$ cat config.mk
export PLATFORM = sky130hd
export DESIGN_NAME = font_unicode_map_decoder_top
export DESIGN_NICKNAME = d
export VERILOG_FILES = /design/src/hw/rtl/fumd_pkg.sv /design/src/hw/rtl/fumd_decode.sv /design/src/hw/rtl/font_unicode_map_decoder_top.sv
export SDC_FILE = /design/constraint.sdc
export NUM_CORES = 1
export LEC_CHECK = 0
export ABC_AREA = 1
export BUFFER_PORTS_ARGS = -buffer_cell sky130_fd_sc_hd__buf_2
export CAP_MARGIN = 20
export CORE_ASPECT_RATIO = 0.6
export CORE_MARGIN = 4
export CORE_UTILIZATION = 35
export DETAILED_ROUTE_END_ITERATION = 6
export PLACE_DENSITY = 0.57
export SYNTH_ARGS = -nofsm -noshare
export SYNTH_HDL_FRONTEND = slang
export SYNTH_SLANG_ARGS = --single-unit
$ cat constraint.sdc
create_clock -name clock -period 3.2 [get_ports clock]
set_clock_uncertainty 0.1 [all_clocks]
set_input_delay 0.32 -clock clock [delete_from_list [all_inputs] [get_ports clock]]
set_output_delay 0.32 -clock clock [all_outputs]
set_load 0.05 [all_outputs]
$ cat src/hw/rtl/fumd_pkg.sv
`default_nettype none

package fumd_pkg;

   // Byte that closes the list of one glyph.
   localparam logic [7:0] END_MARK   = 8'hFF;
   // Payload masks for lead and continuation bytes.
   localparam logic [7:0] MASK_TWO   = 8'h1F;
   localparam logic [7:0] MASK_THREE = 8'h0F;
   localparam logic [7:0] MASK_FOUR  = 8'h07;
   localparam logic [7:0] MASK_CONT  = 8'h3F;

   localparam int CODE_W    = 21;
   localparam int GLYPH_W   = 16;
   localparam int PENDING_W = 2;

   typedef struct packed {
      logic [7:0] data_byte;
      logic       table_start;
      logic       last_byte;
   } req_item_type;

   typedef struct packed {
      logic [15:0] code_point;
      logic [15:0] glyph_index;
   } rsp_item_type;

   // What the decoder hands back for one processed item.
   typedef struct packed {
      logic         emit;
      rsp_item_type item;
   } dec_out_type;

endpackage

`default_nettype wire

$ cat src/hw/rtl/fumd_decode.sv
`default_nettype none

module fumd_decode (
   input  wire logic                  clock,
   input  wire logic                  reset,
   input  wire logic                  proc_en,
   input  wire fumd_pkg::req_item_type item,
   output fumd_pkg::dec_out_type      dout
);

   logic [fumd_pkg::GLYPH_W-1:0]   glyph_count_ff, glyph_count_in;
   logic [fumd_pkg::CODE_W-1:0]    partial_code_ff, partial_code_in;
   logic [fumd_pkg::PENDING_W-1:0] bytes_pending_ff, bytes_pending_in;

   logic [fumd_pkg::GLYPH_W-1:0]   g0;
   logic [fumd_pkg::CODE_W-1:0]    p0;
   logic [fumd_pkg::PENDING_W-1:0] n0;
   logic                           emit;
   logic [15:0]                    code;
   logic [7:0]                     b;

   // One byte of UTF-8 decode on top of the state left by the previous item.
   always_comb begin
      b    = item.data_byte;
      g0   = item.table_start ? '0 : glyph_count_ff;
      p0   = item.table_start ? '0 : partial_code_ff;
      n0   = item.table_start ? '0 : bytes_pending_ff;
      glyph_count_in   = g0;
      partial_code_in  = p0;
      bytes_pending_in = n0;
      emit = 1'b0;
      code = '0;

      if (n0 != '0) begin
         // Any byte counts as a continuation while a sequence is open.
         partial_code_in  = {p0[fumd_pkg::CODE_W-7:0], b[5:0] & fumd_pkg::MASK_CONT[5:0]};
         bytes_pending_in = n0 - 2'd1;
         if (bytes_pending_in == '0) begin
            emit            = 1'b1;
            code            = partial_code_in[15:0];
            partial_code_in = '0;
         end
      end else begin
         case (b) inside
            fumd_pkg::END_MARK: begin
               glyph_count_in = g0 + 16'd1;
            end
            8'b0???_????: begin
               emit = 1'b1;
               code = {8'h00, b};
            end
            8'b1?0?_????: begin
               partial_code_in  = 21'(b & fumd_pkg::MASK_TWO);
               bytes_pending_in = 2'd1;
            end
            8'b1?10_????: begin
               partial_code_in  = 21'(b & fumd_pkg::MASK_THREE);
               bytes_pending_in = 2'd2;
            end
            default: begin
               // Catch-all lead: everything else with bits 7, 5 and 4 set.
               partial_code_in  = 21'(b & fumd_pkg::MASK_FOUR);
               bytes_pending_in = 2'd3;
            end
         endcase
      end

      // An unfinished sequence does not survive the last byte of a table.
      if (item.last_byte && bytes_pending_in != '0) begin
         partial_code_in  = '0;
         bytes_pending_in = '0;
      end

      dout.emit             = emit;
      dout.item.code_point  = code;
      dout.item.glyph_index = glyph_count_in;
   end

   // Decoder state, advanced once for every processed item.
   always_ff @(posedge clock) begin
      if (reset) begin
         glyph_count_ff   <= '0;
         partial_code_ff  <= '0;
         bytes_pending_ff <= '0;
      end else if (proc_en) begin
         glyph_count_ff   <= glyph_count_in;
         partial_code_ff  <= partial_code_in;
         bytes_pending_ff <= bytes_pending_in;
      end
   end

endmodule

`default_nettype wire

$ cat src/hw/rtl/font_unicode_map_decoder_top.sv
// Decodes the unicode table of a PSF2 font one byte per item into (code point, glyph)
// pairs for the character map. A byte of 0xFF outside an open sequence closes the
// current glyph's list and advances the glyph counter; other bytes are UTF-8, and each
// complete character gives one result item with its code point cut to 16 bits. The
// block takes one item every cycle while req_stall is low: an accepted item is loaded
// into the input register, the decode logic behind it works out the result, and that
// result is loaded into the result register when the register is free. Only rsp_stall
// holds it back, since the input register advances whenever the result register is
// empty or being taken. Items that produce no result (end marks, lead and non-final
// continuation bytes) simply leave the pipeline.
`default_nettype none

module font_unicode_map_decoder_top (
   input  wire logic                   clock,
   input  wire logic                   reset,
   input  wire logic                   req_valid,
   output logic                        req_stall,
   input  wire fumd_pkg::req_item_type req_item,
   output logic                        rsp_valid,
   input  wire logic                   rsp_stall,
   output fumd_pkg::rsp_item_type      rsp_item
);

   logic                   s1_valid_ff, s1_valid_in;
   fumd_pkg::req_item_type s1_item_ff;
   logic                   rsp_valid_ff, rsp_valid_in;
   fumd_pkg::rsp_item_type rsp_item_ff;

   logic                   out_free;
   logic                   proc_en;
   logic                   req_fire;
   fumd_pkg::dec_out_type  dout;

   // The held item moves on whenever the result register can take a new value.
   assign out_free  = !rsp_valid_ff || !rsp_stall;
   assign proc_en   = s1_valid_ff && out_free;
   assign req_stall = s1_valid_ff && !out_free;
   assign req_fire  = req_valid && !req_stall;

   fumd_decode u_decode (
      .clock   (clock),
      .reset   (reset),
      .proc_en (proc_en),
      .item    (s1_item_ff),
      .dout    (dout)
   );

   // Next-state for the input and result valids.
   always_comb begin
      if (req_fire) begin
         s1_valid_in = 1'b1;
      end else if (proc_en) begin
         s1_valid_in = 1'b0;
      end else begin
         s1_valid_in = s1_valid_ff;
      end

      if (proc_en) begin
         rsp_valid_in = dout.emit;
      end else if (!rsp_stall) begin
         rsp_valid_in = 1'b0;
      end else begin
         rsp_valid_in = rsp_valid_ff;
      end
   end

   // Input register and result register.
   always_ff @(posedge clock) begin
      if (reset) begin
         s1_valid_ff  <= 1'b0;
         rsp_valid_ff <= 1'b0;
      end else begin
         s1_valid_ff  <= s1_valid_in;
         rsp_valid_ff <= rsp_valid_in;
      end
      if (req_fire) begin
         s1_item_ff <= req_item;
      end
      if (proc_en && dout.emit) begin
         rsp_item_ff <= dout.item;
      end
   end

   assign rsp_valid = rsp_valid_ff;
   assign rsp_item  = rsp_item_ff;

endmodule

`default_nettype wire

# == Yosys cells after proc, flatten, opt, wreduce, memory -nomap -nowiden ==
# Index checks and enable logic that the tools add are counted.
# totals
reg_bits,83
rom_bits,0
n_memories,0
elab_cells,60
inputBits,14
latchBits,0
ram_bits,0
output_inout_bits,34
# classes
shift,0
bitwise,0
n_eq_ne,4
n_mul,0
n_reduce_logical,14
order_cmp,0
addsub,2
n_mux,30
div_mod_pow,0
# op_table
operator,count
2-to-1 mux 21 bit,7
2-to-1 mux 16 bit,6
"adder 16 x 1 -> 16 bit, second input constant",1
2-to-1 mux 2 bit,6
2-to-1 mux 1 bit,9
"equality test 8 bit, second input constant",1
2-to-1 mux 7 bit,1
nonzero test 2 bit,3
logical AND 1 bit,5
zero test 1 bit,4
2-to-1 mux 4 bit,1
"equality test 3 bit, second input constant",1
"equality test 2 bit, second input constant",1
zero test 2 bit,1
"!= test 2 x 1 -> 1 bit, second input constant",1
"subtractor 2 x 1 -> 2 bit, second input constant",1
logical OR 1 bit,1

# == Depth between registers and ports, before layout ==
# Gate-level depths: netlist of the first run.
# logic_depth
word_depth,9
mapped_depth,11
ltp_nobuf,11

# == Cells and area by module ==
# Synthesis of the first run repeated with hierarchy kept, for this count alone.
# unflattened
cells_unflattened,421
area_unflattened_um2,3542.1
# by_module_without_submodules
module,area_per_inst_um2,cells_each,seq_area_each_um2,n_inst
fumd_decode,2177.1,361,560.5,1
font_unicode_map_decoder_top,1365.1,60,1301.2,1

# == Worst setup path before layout of the first run ==
# Ideal clock, no wire load.
# synth_path
path_kind,register to register
start,register s1_item_ff[1] (netlist name)
end,register rsp_item_ff (netlist bit rsp_item[0]) (enable)
arrival_time_ns,2.353
path_stages_with_launch,7
setup_time_ns,0.422
path_buffers,1
path_slack_ns,0.324
t_required_ns,2.678
synth_period_minus_slack_ns,2.876
path_cell_list,edfxtp_1 -> inv_2 -> buf_6 -> nand2_1 -> a21oi_1 -> inv_1 -> nor2_1
# synth_via
elab_chain_len,6
word_cells_on_any_way,7
cone_classes,add/sub (1); mux (3); reduce/logical (3)
# synth_lines
element,line_no,source
start: declaration,font_unicode_map_decoder_top.sv:25,fumd_pkg::req_item_type s1_item_ff;
start signal: assignment,font_unicode_map_decoder_top.sv:77,s1_item_ff <= req_item;
2-to-1 mux 2 bit (*),fumd_decode.sv:27,n0 = item.table_start ? '0 : bytes_pending_ff;
subtractor 2 x 1 -> 2 bit,fumd_decode.sv:37,bytes_pending_in = n0 - 2'd1;
zero test 2 bit,fumd_decode.sv:38,if (bytes_pending_in == '0) begin
2-to-1 mux 1 bit,fumd_decode.sv:38,
2-to-1 mux 1 bit (*),fumd_decode.sv:34,if (n0 != '0) begin
logical AND 1 bit (*),font_unicode_map_decoder_top.sv:79,if (proc_en && dout.emit) begin
end signal: assignment,font_unicode_map_decoder_top.sv:80,rsp_item_ff <= dout.item;
end: declaration,font_unicode_map_decoder_top.sv:27,fumd_pkg::rsp_item_type rsp_item_ff;
# Every way passes the cells marked *; elsewhere a longest branch is shown, timed or not.
# A chain may end at the register's enable or synchronous reset.

# == Final worst setup path of the first run ==
# layout_path
start,register s1_item_ff[1] (netlist name)
end,register rsp_item_ff (netlist bit rsp_item[9]) (enable)
# Same word-level chain as after synthesis.

==> metrics.txt, run 1 <==
Routed wire per std cell between 10 and 15 um; PostCTS Resize Cnt 0; CTS tree done; Post-CTS Setup Bufs 0; HP Class in2reg; Final TNS setup 0 ns; Post-Syn Area between 3000 and 4000 um^2; Post-Synth XOR/XNOR Area 2.02%; endpoints failing setup 0; vias per inst between 4 and 5; FF-to-FF setup slack a little over 0.6 ns; Syn. warnings 0; crit path max fanout 21; Syn Area/Cell slightly above 8 um^2; Post-route DRC 0; reg2reg start s1_item_ff[1]; status complete, no violations; CTS buffer count 9; clk slew on worst S/H paths 0.05 ns; asr flop ratio synth 0%; remaining antenna violation count after routing 0; sequential-to-total area share from yosys stat a little over half; layout cells sized above 1 roughly 18%; # H-tree levels 3; Initial Utilization a little under two fifths; fin crit period 2.60 ns; Die Wd 137 um; Worst EP required 3.14 ns; clk buf depth 2; Slew Limit Headroom between 40% and 50%; reg2reg end rsp_item[9]; via count around 2,800; mux share of post-synthesis cell area 0%; Placer Congestion a little under 0.9; most frequent cells in the layout 93 x nand2_1, 61 x inv_1, 47 x nor2_1, 47 x buf_2, 45 x a21oi_1; RSZ-0062 raised after global routing no; first-pass GRT wire length 13,400 um; critical setup path kind reg2reg; Synth Instances about 420; Worst R2R Path Depth 6; Most used DFF post-synth edfxtp_1; CTS root buf clkbuf_16; worst vdd ir approximately 360 uV; CP startpoint kind flop; FF+latch count, synth 72; post-synthesis cell type count 33; crit path DAT 2.54 ns; Hold-fix buffers, CTS 0; Pre-antenna DRT Iters 5; largest net degree at the start of global routing 22; Final #Nets 480; final core utilization roughly 44%; Synth Area in Adders 0.361%; final wirelength 8120 um; total power draw 2.21 mW; antenna diode count 0; MaxCap Viol Count 0; Worst setup EP type flop; number of flops mapped to enable cells by yosys 42; simple-gate share of the synthesized area 23.3%; Rows 27; Pleak around 1.8 nW; initial antenna violation count 0; Net Count, Synth roughly 430; worst skew pair latency 0.34 ns; Tcrit/Tclk final between 80% and 90%; fill cell count 955; number of global-route vias before repair around 2,600; P&R area growth vs syn 18.7%; Slew Viols, Final 0; Worst setup endpoint rsp_item[9]; main combinational cell family by area after synthesis simple AND/OR/NAND/NOR gates; Worst Setup SP s1_item_ff[1]; Max Fclk a little under 0.4 GHz; DP HPWL ~6100 um; most common cell after layout, fill and taps aside nand2_1; I/O pins 48; Detailed Route Iter0 Violations between 200 and 300; Die ar. ~12,000 um^2; Final Hold Viols 0; WHS ~0.063 ns; clock sink total 72; GR Util All Layers 15.0%; P per Cell Area ~540 nW/um^2; Core ar. 9430 um^2; Port Buffers 47; Synth Area in Compound Gates a little under an eighth; slew at the pin closest to its max-slew limit between 0.8 and 0.9 ns; Die Ht ~85 um; Overflow after GRT 0
==> state kept, by name, summed over array words and instances, names as in the netlist <==
register	cells
rsp_item	32
u_decode.glyph_count_ff	16
s1_item_ff	10
u_decode.partial_code_ff	10
u_decode.bytes_pending_ff	2
rsp_valid	1
s1_valid_ff	1
==> cells in the mapped netlist, types with 2 or more instances <==
cell | instances | area share [%]
buf_2 | 4 | 0.58
xnor2_1 | 2 | 0.51
clkbuf_1 | 6 | 0.65
nand3_1 | 18 | 2.6
nand2_1 | 93 | 10
inv_2 | 2 | 0.22
inv_1 | 61 | 6.6
nand4_1 | 6 | 1.1
nand2_2 | 3 | 0.54
edfxtp_1 | 42 | 36
dfxtp_1 | 30 | 17
buf_4 | 2 | 0.43
nor2_1 | 48 | 5.2
nand2_4 | 2 | 0.65
o21ai_0 | 26 | 3.8
a21oi_1 | 45 | 6.5
xor2_1 | 6 | 1.5
nor2_4 | 2 | 0.65
nor2_2 | 5 | 0.90
==> power breakdown <==
part | internal, mW | switching, mW
sequential | 1.02 | 0.0277
clock | 0.591 | 0.357
combinational | 0.0544 | 0.151
==> worst max-delay path: stages (launching register included) <==
cell	delay [ns]
edfxtp_1	0.60
inv_2	0.39
nand2_1	0.22
a21oi_1	0.19
inv_1	0.15
nor2_2	0.41
buf_4	0.25
==> metal layers <==
metal / track usage, % / wire [um]
met2: 17.5 / 2770
met3: 5.21 / 708
met4: 5.49 / 119
met1: 24.1 / 4520
met5: 0 / 0
==> cell type report <==
| cell class | count | area, um^2 | area share [%] |
|---|---|---|---|
| Multi-Input combinational cell | 267 | 1300 | 31.5 |
| Tap cell | 130 | 163 | 3.95 |
| Sequential cell | 72 | 1860 | 45.2 |
| Clock buffer | 10 | 229 | 5.56 |
| Clock inverter | 5 | 48.8 | 1.19 |
| Timing Repair Buffer | 51 | 278 | 6.75 |
| Inverter | 64 | 240 | 5.84 |
==> cells by family (layout without fill, tap and decap cells) <==
group | count (synthesis) | in the layout
xor gates and xnor gates | 8 | 8
buffers and inverters | 78 | 130
and+or+nand+nor | 181 | 181
DFF | 72 | 72
AOI/OAI and AO/OA | 77 | 77
adders and majority gates | 1 | 1
==> through the flow <==
stage                     cell area, um^2  setup WS [ns]  std cells
after floorplan                      3470          0.324        417
after global placement               3840          0.725        584
after detailed placement             3840          0.608        584
after CTS                            4120          0.612        599
after global routing                 4120          0.379        599
final                                4120          0.604        599
==> worst min path at each step <==
| stage | from | end | cells after the start | slack [ns] |
|---|---|---|---|---|
| floorplan | req_item[0] | s1_item_ff[0] | 0 | 0.32 |
| global placement | u_decode.partial_code_ff[5] | u_decode.partial_code_ff[5] | 2 | 0.35 |
| detailed placement | u_decode.partial_code_ff[5] | u_decode.partial_code_ff[5] | 2 | 0.37 |
| CTS | req_item[4] | s1_item_ff[4] | 1 | 0.05 |
| global route | req_item[2] | s1_item_ff[2] | 1 | 0.05 |
| finish | req_item[8] | s1_item_ff[8] | 1 | 0.06 |
No activity file was read; power rests on OpenSTA's default activity.
==> run 2, diff against run 1 <==
Settings changed: PLACE_DENSITY 0.57 to 0.59.
Clock period 3.2 ns to 2.2 ns, I/O delays scaled along.
==> run 2 against run 1 <==
  * Cell count rose by 2.7%
  * Routed wire length rose by 2.2%
  * Sequential power rose by 45%
  * Register-to-register slack got worse by 0.41 ns
  * First-iteration DRC count rose by 25%
  * Utilization rose by 2.3 points
  * Sequential share of layout area fell by 2.2 points
  * Global-route usage rose by 0.45 points
  * Maximum frequency rose by 29%
  * Total power rose by 55%
  * Largest cell class unchanged
  * Largest power group is now the clock network
==> metrics.txt, run 2 (synthesis gave the netlist of run 1 again) <==
Core ar. 9430 um^2 (unchanged); clk slew on worst S/H paths 0.06 ns (about the same); antenna diode count 0 (unchanged); RSZ-0062 raised after global routing no; Worst setup EP type flop; initial antenna violation count 0 (unchanged); Multi-input gate area 1330 um^2 (+2.6%); via count 2,873 (+1.6%); crit path max fanout 7 (-67%); MaxCap Viol Count 0 (unchanged); Max Fclk 0.498 GHz (+29%); CTS tree done; final wirelength 8300 um (+2.2%); most frequent cells in the layout 93 x nand2_1, 61 x inv_1, 47 x buf_2, 45 x a21oi_1, 43 x nor2_1; first-pass GRT wire length 13,900 um (+3.9%); critical setup path kind reg2reg; # H-tree levels 3 (unchanged); I/O pins 48 (unchanged); most common cell after layout, fill and taps aside nand2_1; largest net degree at the start of global routing 32 (+45%); status complete, no violations; clk buf depth 2 (unchanged); Design Area, Final 4330 um^2 (+5.2%); P per Cell Area 789 nW/um^2 (+47%); DP HPWL 5930 um (-2.0%); Worst Setup SP s1_item_ff[1]; Initial Utilization 36.8% (unchanged); vias per inst 4.67 (-1.1%); slew at the pin closest to its max-slew limit 0.410 ns (-0.455 ns); DP Area 3870 um^2 (+0.91%); Placer Congestion 0.856 (-1.5%); clock sink total 72 (unchanged); remaining antenna violation count after routing 0 (unchanged); worst hold start req_valid; Worst Slack Setup Final 0.191 ns (-0.413 ns); Post-Place Cells 588 (+0.68%); Slew Limit Headroom 72.6% (+30 points); P&R area growth vs syn 24.9%; worst skew pair latency 0.33 ns (about the same); Post-Layout Cell Count 615 (+2.7%); Final #Nets 495 (+3.1%); Rows 27 (unchanged); Tcrit/Tclk final 91.3% (+10 points); worst vdd ir 550 uV (+53%); Port Buffers 47 (unchanged); Worst EP required 2.19 ns (-0.95 ns); CTS buffer count 9 (unchanged); WHS 0.0617 ns (-0.000893 ns); Pre-antenna DRT Iters 5 (unchanged); Die ar. 11,600 um^2 (unchanged); GR Util All Layers 15.4% (+0.45 points); DP Worst Slack 0.110 ns (-0.498 ns); crit path DAT 2.00 ns (-0.54 ns); Post-route DRC 0 (unchanged); Final Hold Viols 0 (unchanged); reg2reg start s1_item_ff[1]; Final TNS setup 0 ns (unchanged); fill cell count 912 (-4.5%); HP Class in2reg; max FFs per register 32 (unchanged); Die Ht 85.1 um (unchanged); Pleak 1.86 nW (+5.1%); Slew Viols, Final 0 (unchanged); register area 1860 um^2 (unchanged); Die Wd 137 um (unchanged); Detailed Route Iter0 Violations 316 (+25%); endpoints failing setup 0 (unchanged); CTS root buf clkbuf_16; layout cells sized above 1 20.2% (+2.1 points); number of global-route vias before repair 2,702 (+2.7%); Overflow after GRT 0 (unchanged); fin crit period 2.01 ns (-0.587 ns); CP startpoint kind flop; Routed wire per std cell 13.5 um (-0.43%)
-- run 2: changes by cell type in the layout (fill, tap and decap cells not counted), sizes merged --
| cell | change |
|---|---|
| clkinvlp | +3 |
| dlygate4sd3 | +10 |
| clkinv | -2 |
| clkbuf | -1 |
| bufinv | +1 |
| buf | +5 |
-- run 2: final timing paths --
kind | end | slack [ns] | cells past startpoint
worst max-delay path | rsp_item[7] | 0.19 | 10
worst min-delay path | s1_valid_ff | 0.06 | 3
worst max register to register | rsp_item[7] | 0.19 | 10
worst min register to register | u_decode.partial_code_ff[5] | 0.37 | 2
-- run 2: cell type report --
class | instances | area share (%)
inverter | 64 | 5.55
timing repair buffer | 66 | 9.59
sequential | 72 | 43.0
clock inverter | 7 | 2.22
multi-input combinational | 267 | 30.7
tap | 130 | 3.76
clock buffer | 9 | 5.20
-- run 2: stage by stage --
stage | utilization [%] | total power [mW]
3_3_place_gp | 41.1 | 1.85
4_1_cts | 45.6 | 3.45
6_report | 46.0 | 3.42
5_1_grt | 46.0 | 3.55
2_1_floorplan | - | 1.77
3_5_place_dp | 41.1 | 1.86
-- run 2: power breakdown --
| group | internal [mW] | switching [mW] | leakage (nW) |
|---|---|---|---|
| logic | 0.0970 | 0.231 | 1.08 |
| clock network | 0.992 | 0.573 | 0.148 |
| registers | 1.49 | 0.0365 | 0.638 |
| total | 2.58 | 0.841 | 1.86 |
-- run 2: metal layers --
metal	vias up	global-route usage (%)	wire (um)
li1	1474	-	-
met4	0	5.22	101
met5	-	0	0
met3	9	4.74	617
met2	102	19.7	3100
met1	1288	24.0	4480
-- run 2: worst max-delay path, stage by stage, from the launching register on --
cell and delay (ns):
edfxtp_1 0.46, buf_4 0.19, buf_4 0.17, nor2_2 0.15, nand2_1 0.09, inv_1 0.09, nand3_1 0.11, nor2_4 0.17
nand3_1 0.09, nand2_1 0.10, inv_1 0.04
-- run 2: repair_timing --
item / in CTS / in global routing
hold buffers: 10 / 0
setup buffers: 0 / 1
gates resized for setup: 0 / 7
endpoints found under the hold margin: 10 / 0
setup endpoints to repair: 0 / 9
==> run 3, diff against run 2 <==
Settings changed: REMOVE_ABC_BUFFERS set to 1.
==> run 3 against run 2 <==
  * Routed wire length is 0.87% higher
  * Design area is 0.98% lower
  * Non-clock buffer count is 1 higher
==> metrics.txt, run 3 (synthesis gave the netlist of run 1 again) <==
I/O pins 48 (unchanged); Die ar. 11,600 um^2 (unchanged); largest net degree at the start of global routing 21 (-34%); Clk pwr share 42.7% (-3.1 points); critical setup path kind reg2reg; antenna diode count 0 (unchanged); via count 2,936 (+2.2%); worst skew pair latency 0.34 ns (about the same); Detailed Route Iter0 Violations 303 (-4.1%); crit path DAT 2.04 ns (+0.04 ns); worst vdd ir 423 uV (-23%); max FFs per register 32 (unchanged); final core utilization 45.5% (-0.45 points); Worst setup EP type flop; fill cell count 927 (+1.6%); Initial Utilization 36.8% (unchanged); MaxCap Viol Count 0 (unchanged); CTS tree done; most common cell after layout, fill and taps aside nand2_1; clk buf depth 2 (unchanged); Final TNS setup 0 ns (unchanged); Routed wire per std cell 13.6 um (+0.70%); Post-route DRC 0 (unchanged); P_int 2.45 mW (-4.7%); slowest cell on the critical path edfxtp_1; layout cells sized above 1 18.5% (-1.7 points); initial antenna violation count 0 (unchanged); CP startpoint kind flop; Placer Congestion 0.855 (about the same); number of global-route vias before repair 2,733 (+1.1%); remaining antenna violation count after routing 0 (unchanged); Max Fclk 0.490 GHz (-1.6%); GR Util All Layers 15.3% (-0.13 points); Comb power frac 10.2% (+0.6 points); Die Ht 85.1 um (unchanged); status complete, no violations; Pre-antenna DRT Iters 4 (-1); CTS buffer count 9 (unchanged); Final Hold Viols 0 (unchanged); Tcrit/Tclk final 92.8% (+1.5 points); clk slew on worst S/H paths 0.05 ns (about the same); Slew Viols, Final 0 (unchanged); slew at the pin closest to its max-slew limit 0.643 ns (+0.233 ns); RSZ-0062 raised after global routing yes; CP cell instances inv_2 -> nand2_1 -> nor2_1 -> nand2_1 -> nor2_1 -> nand2_2 -> nor2_2 -> nand3_1 -> nand2_1 -> inv_1; Port Buffers 47 (unchanged); first-pass GRT wire length 13,600 um (-2.4%); Final #Nets 496 (+0.20%); Worst EP required 2.19 ns (about the same); Pleak 1.85 nW (-0.80%); endpoints failing setup 0 (unchanged); Rows 27 (unchanged); Sw Pwr 0.782 mW (-7.0%); register area 1860 um^2 (unchanged); crit path max fanout 14 (+7); Worst R2R Path Depth 10 (unchanged); Hold Path Depth 3 (unchanged); P per Cell Area 755 nW/um^2 (-4.3%); P&R area growth vs syn 23.7%; Switching Fraction 24.2% (-0.45 points); sequential power share 47.1% (+2.5 points); Slew Limit Headroom 57.1% (-16 points); CP max stage delay 0.48 ns (+0.02 ns); Multi-input gate area 1300 um^2 (-2.5%); # H-tree levels 3 (unchanged); CTS root buf clkbuf_16; vias per inst 4.77 (+2.0%); Overflow after GRT 0 (unchanged); most frequent cells in the layout 93 x nand2_1, 61 x inv_1, 47 x nor2_1, 47 x buf_2, 45 x a21oi_1; DP HPWL 5920 um (-0.13%); clock sink total 72 (unchanged); Die Wd 137 um (unchanged); fin crit period 2.04 ns (+0.0337 ns); CP most frequent cell nand2_1; HP Class in2reg; final wirelength 8370 um (+0.87%); Core ar. 9430 um^2 (unchanged)
## run 3: cell types whose count changed in the layout (fill, tap and decap cells not counted), moves of 2 or more
| cell | before | now |
|---|---|---|
| buf_12 | 1 | 3 |
| clkbuf_1 | 0 | 2 |
| clkinv_1 | 1 | 3 |
| clkinvlp_4 | 3 | 0 |
| nor2_1 | 43 | 47 |
| nor2_2 | 8 | 6 |
| nor2_4 | 4 | 2 |
## run 3: final timing paths
| kind | start | to | slack [ns] |
|---|---|---|---|
| worst min register to register | u_decode.partial_code_ff[5] | u_decode.partial_code_ff[5] | 0.38 |
| worst min-delay path | req_valid | s1_valid_ff | 0.07 |
| worst max register to register | s1_item_ff[1] | rsp_item[13] | 0.16 |
| worst max-delay path | s1_item_ff[1] | rsp_item[13] | 0.16 |
## run 3: area by class of cell
class | instances | share of cell area [%]
flip-flops and latches | 72 | 43.4
well taps | 130 | 3.79
multi-input cells | 267 | 30.2
clock buffers | 11 | 5.43
clock inverters | 5 | 1.11
repair buffers | 67 | 10.4
inverters | 64 | 5.60
## run 3: metal layers
| metal | wire length [um] | up-vias | track usage, % |
|---|---|---|---|
| met3 | 778 | 9 | 5.27 |
| met4 | 106 | 0 | 4.39 |
| li1 | - | 1474 | - |
| met5 | 0 | - | 0 |
| met2 | 3150 | 105 | 20.2 |
| met1 | 4330 | 1348 | 23.3 |
## run 3: timing repair
item | 4_1_cts | 5_1_grt
hold buffers | 10 | 0
setup endpoints to repair | 0 | 7
resized for setup | 0 | 0
buffers inserted | 0 | 1
hold endpoints to repair | 10 | 0
## run 3: through the flow
| step | hold WS [ns] | setup slack, ns | power, mW | cell area (um^2) | instances |
|---|---|---|---|---|---|
| floorplan | 0.189 | -0.903 | 1.76 | 3400 | 403 |
| global placement | 0.301 | 0.219 | 1.86 | 3900 | 589 |
| detailed placement | 0.300 | 0.138 | 1.86 | 3900 | 589 |
| CTS | 0.0629 | 0.131 | 3.27 | 4280 | 615 |
| global route | 0.0605 | -0.0284 | 3.39 | 4290 | 616 |
| finish | 0.0729 | 0.158 | 3.24 | 4290 | 616 |
## run 3: worst max-delay path: cells and delay by family, from the launching register on
kind | cells | cell delay (ns)
simple gates | 8 | 0.89
buf+inv | 2 | 0.34
flops | 1 | 0.48
## run 3: power groups by stage
| stage | combinational [mW] | sequential, mW | clock [mW] |
|---|---|---|---|
| detailed placement | 0.313 | 1.55 | 0 |
| global route | 0.366 | 1.53 | 1.49 |
| CTS | 0.329 | 1.52 | 1.41 |
| global placement | 0.309 | 1.55 | 0 |
| finish | 0.330 | 1.52 | 1.38 |
| floorplan | 0.145 | 1.61 | 0 |
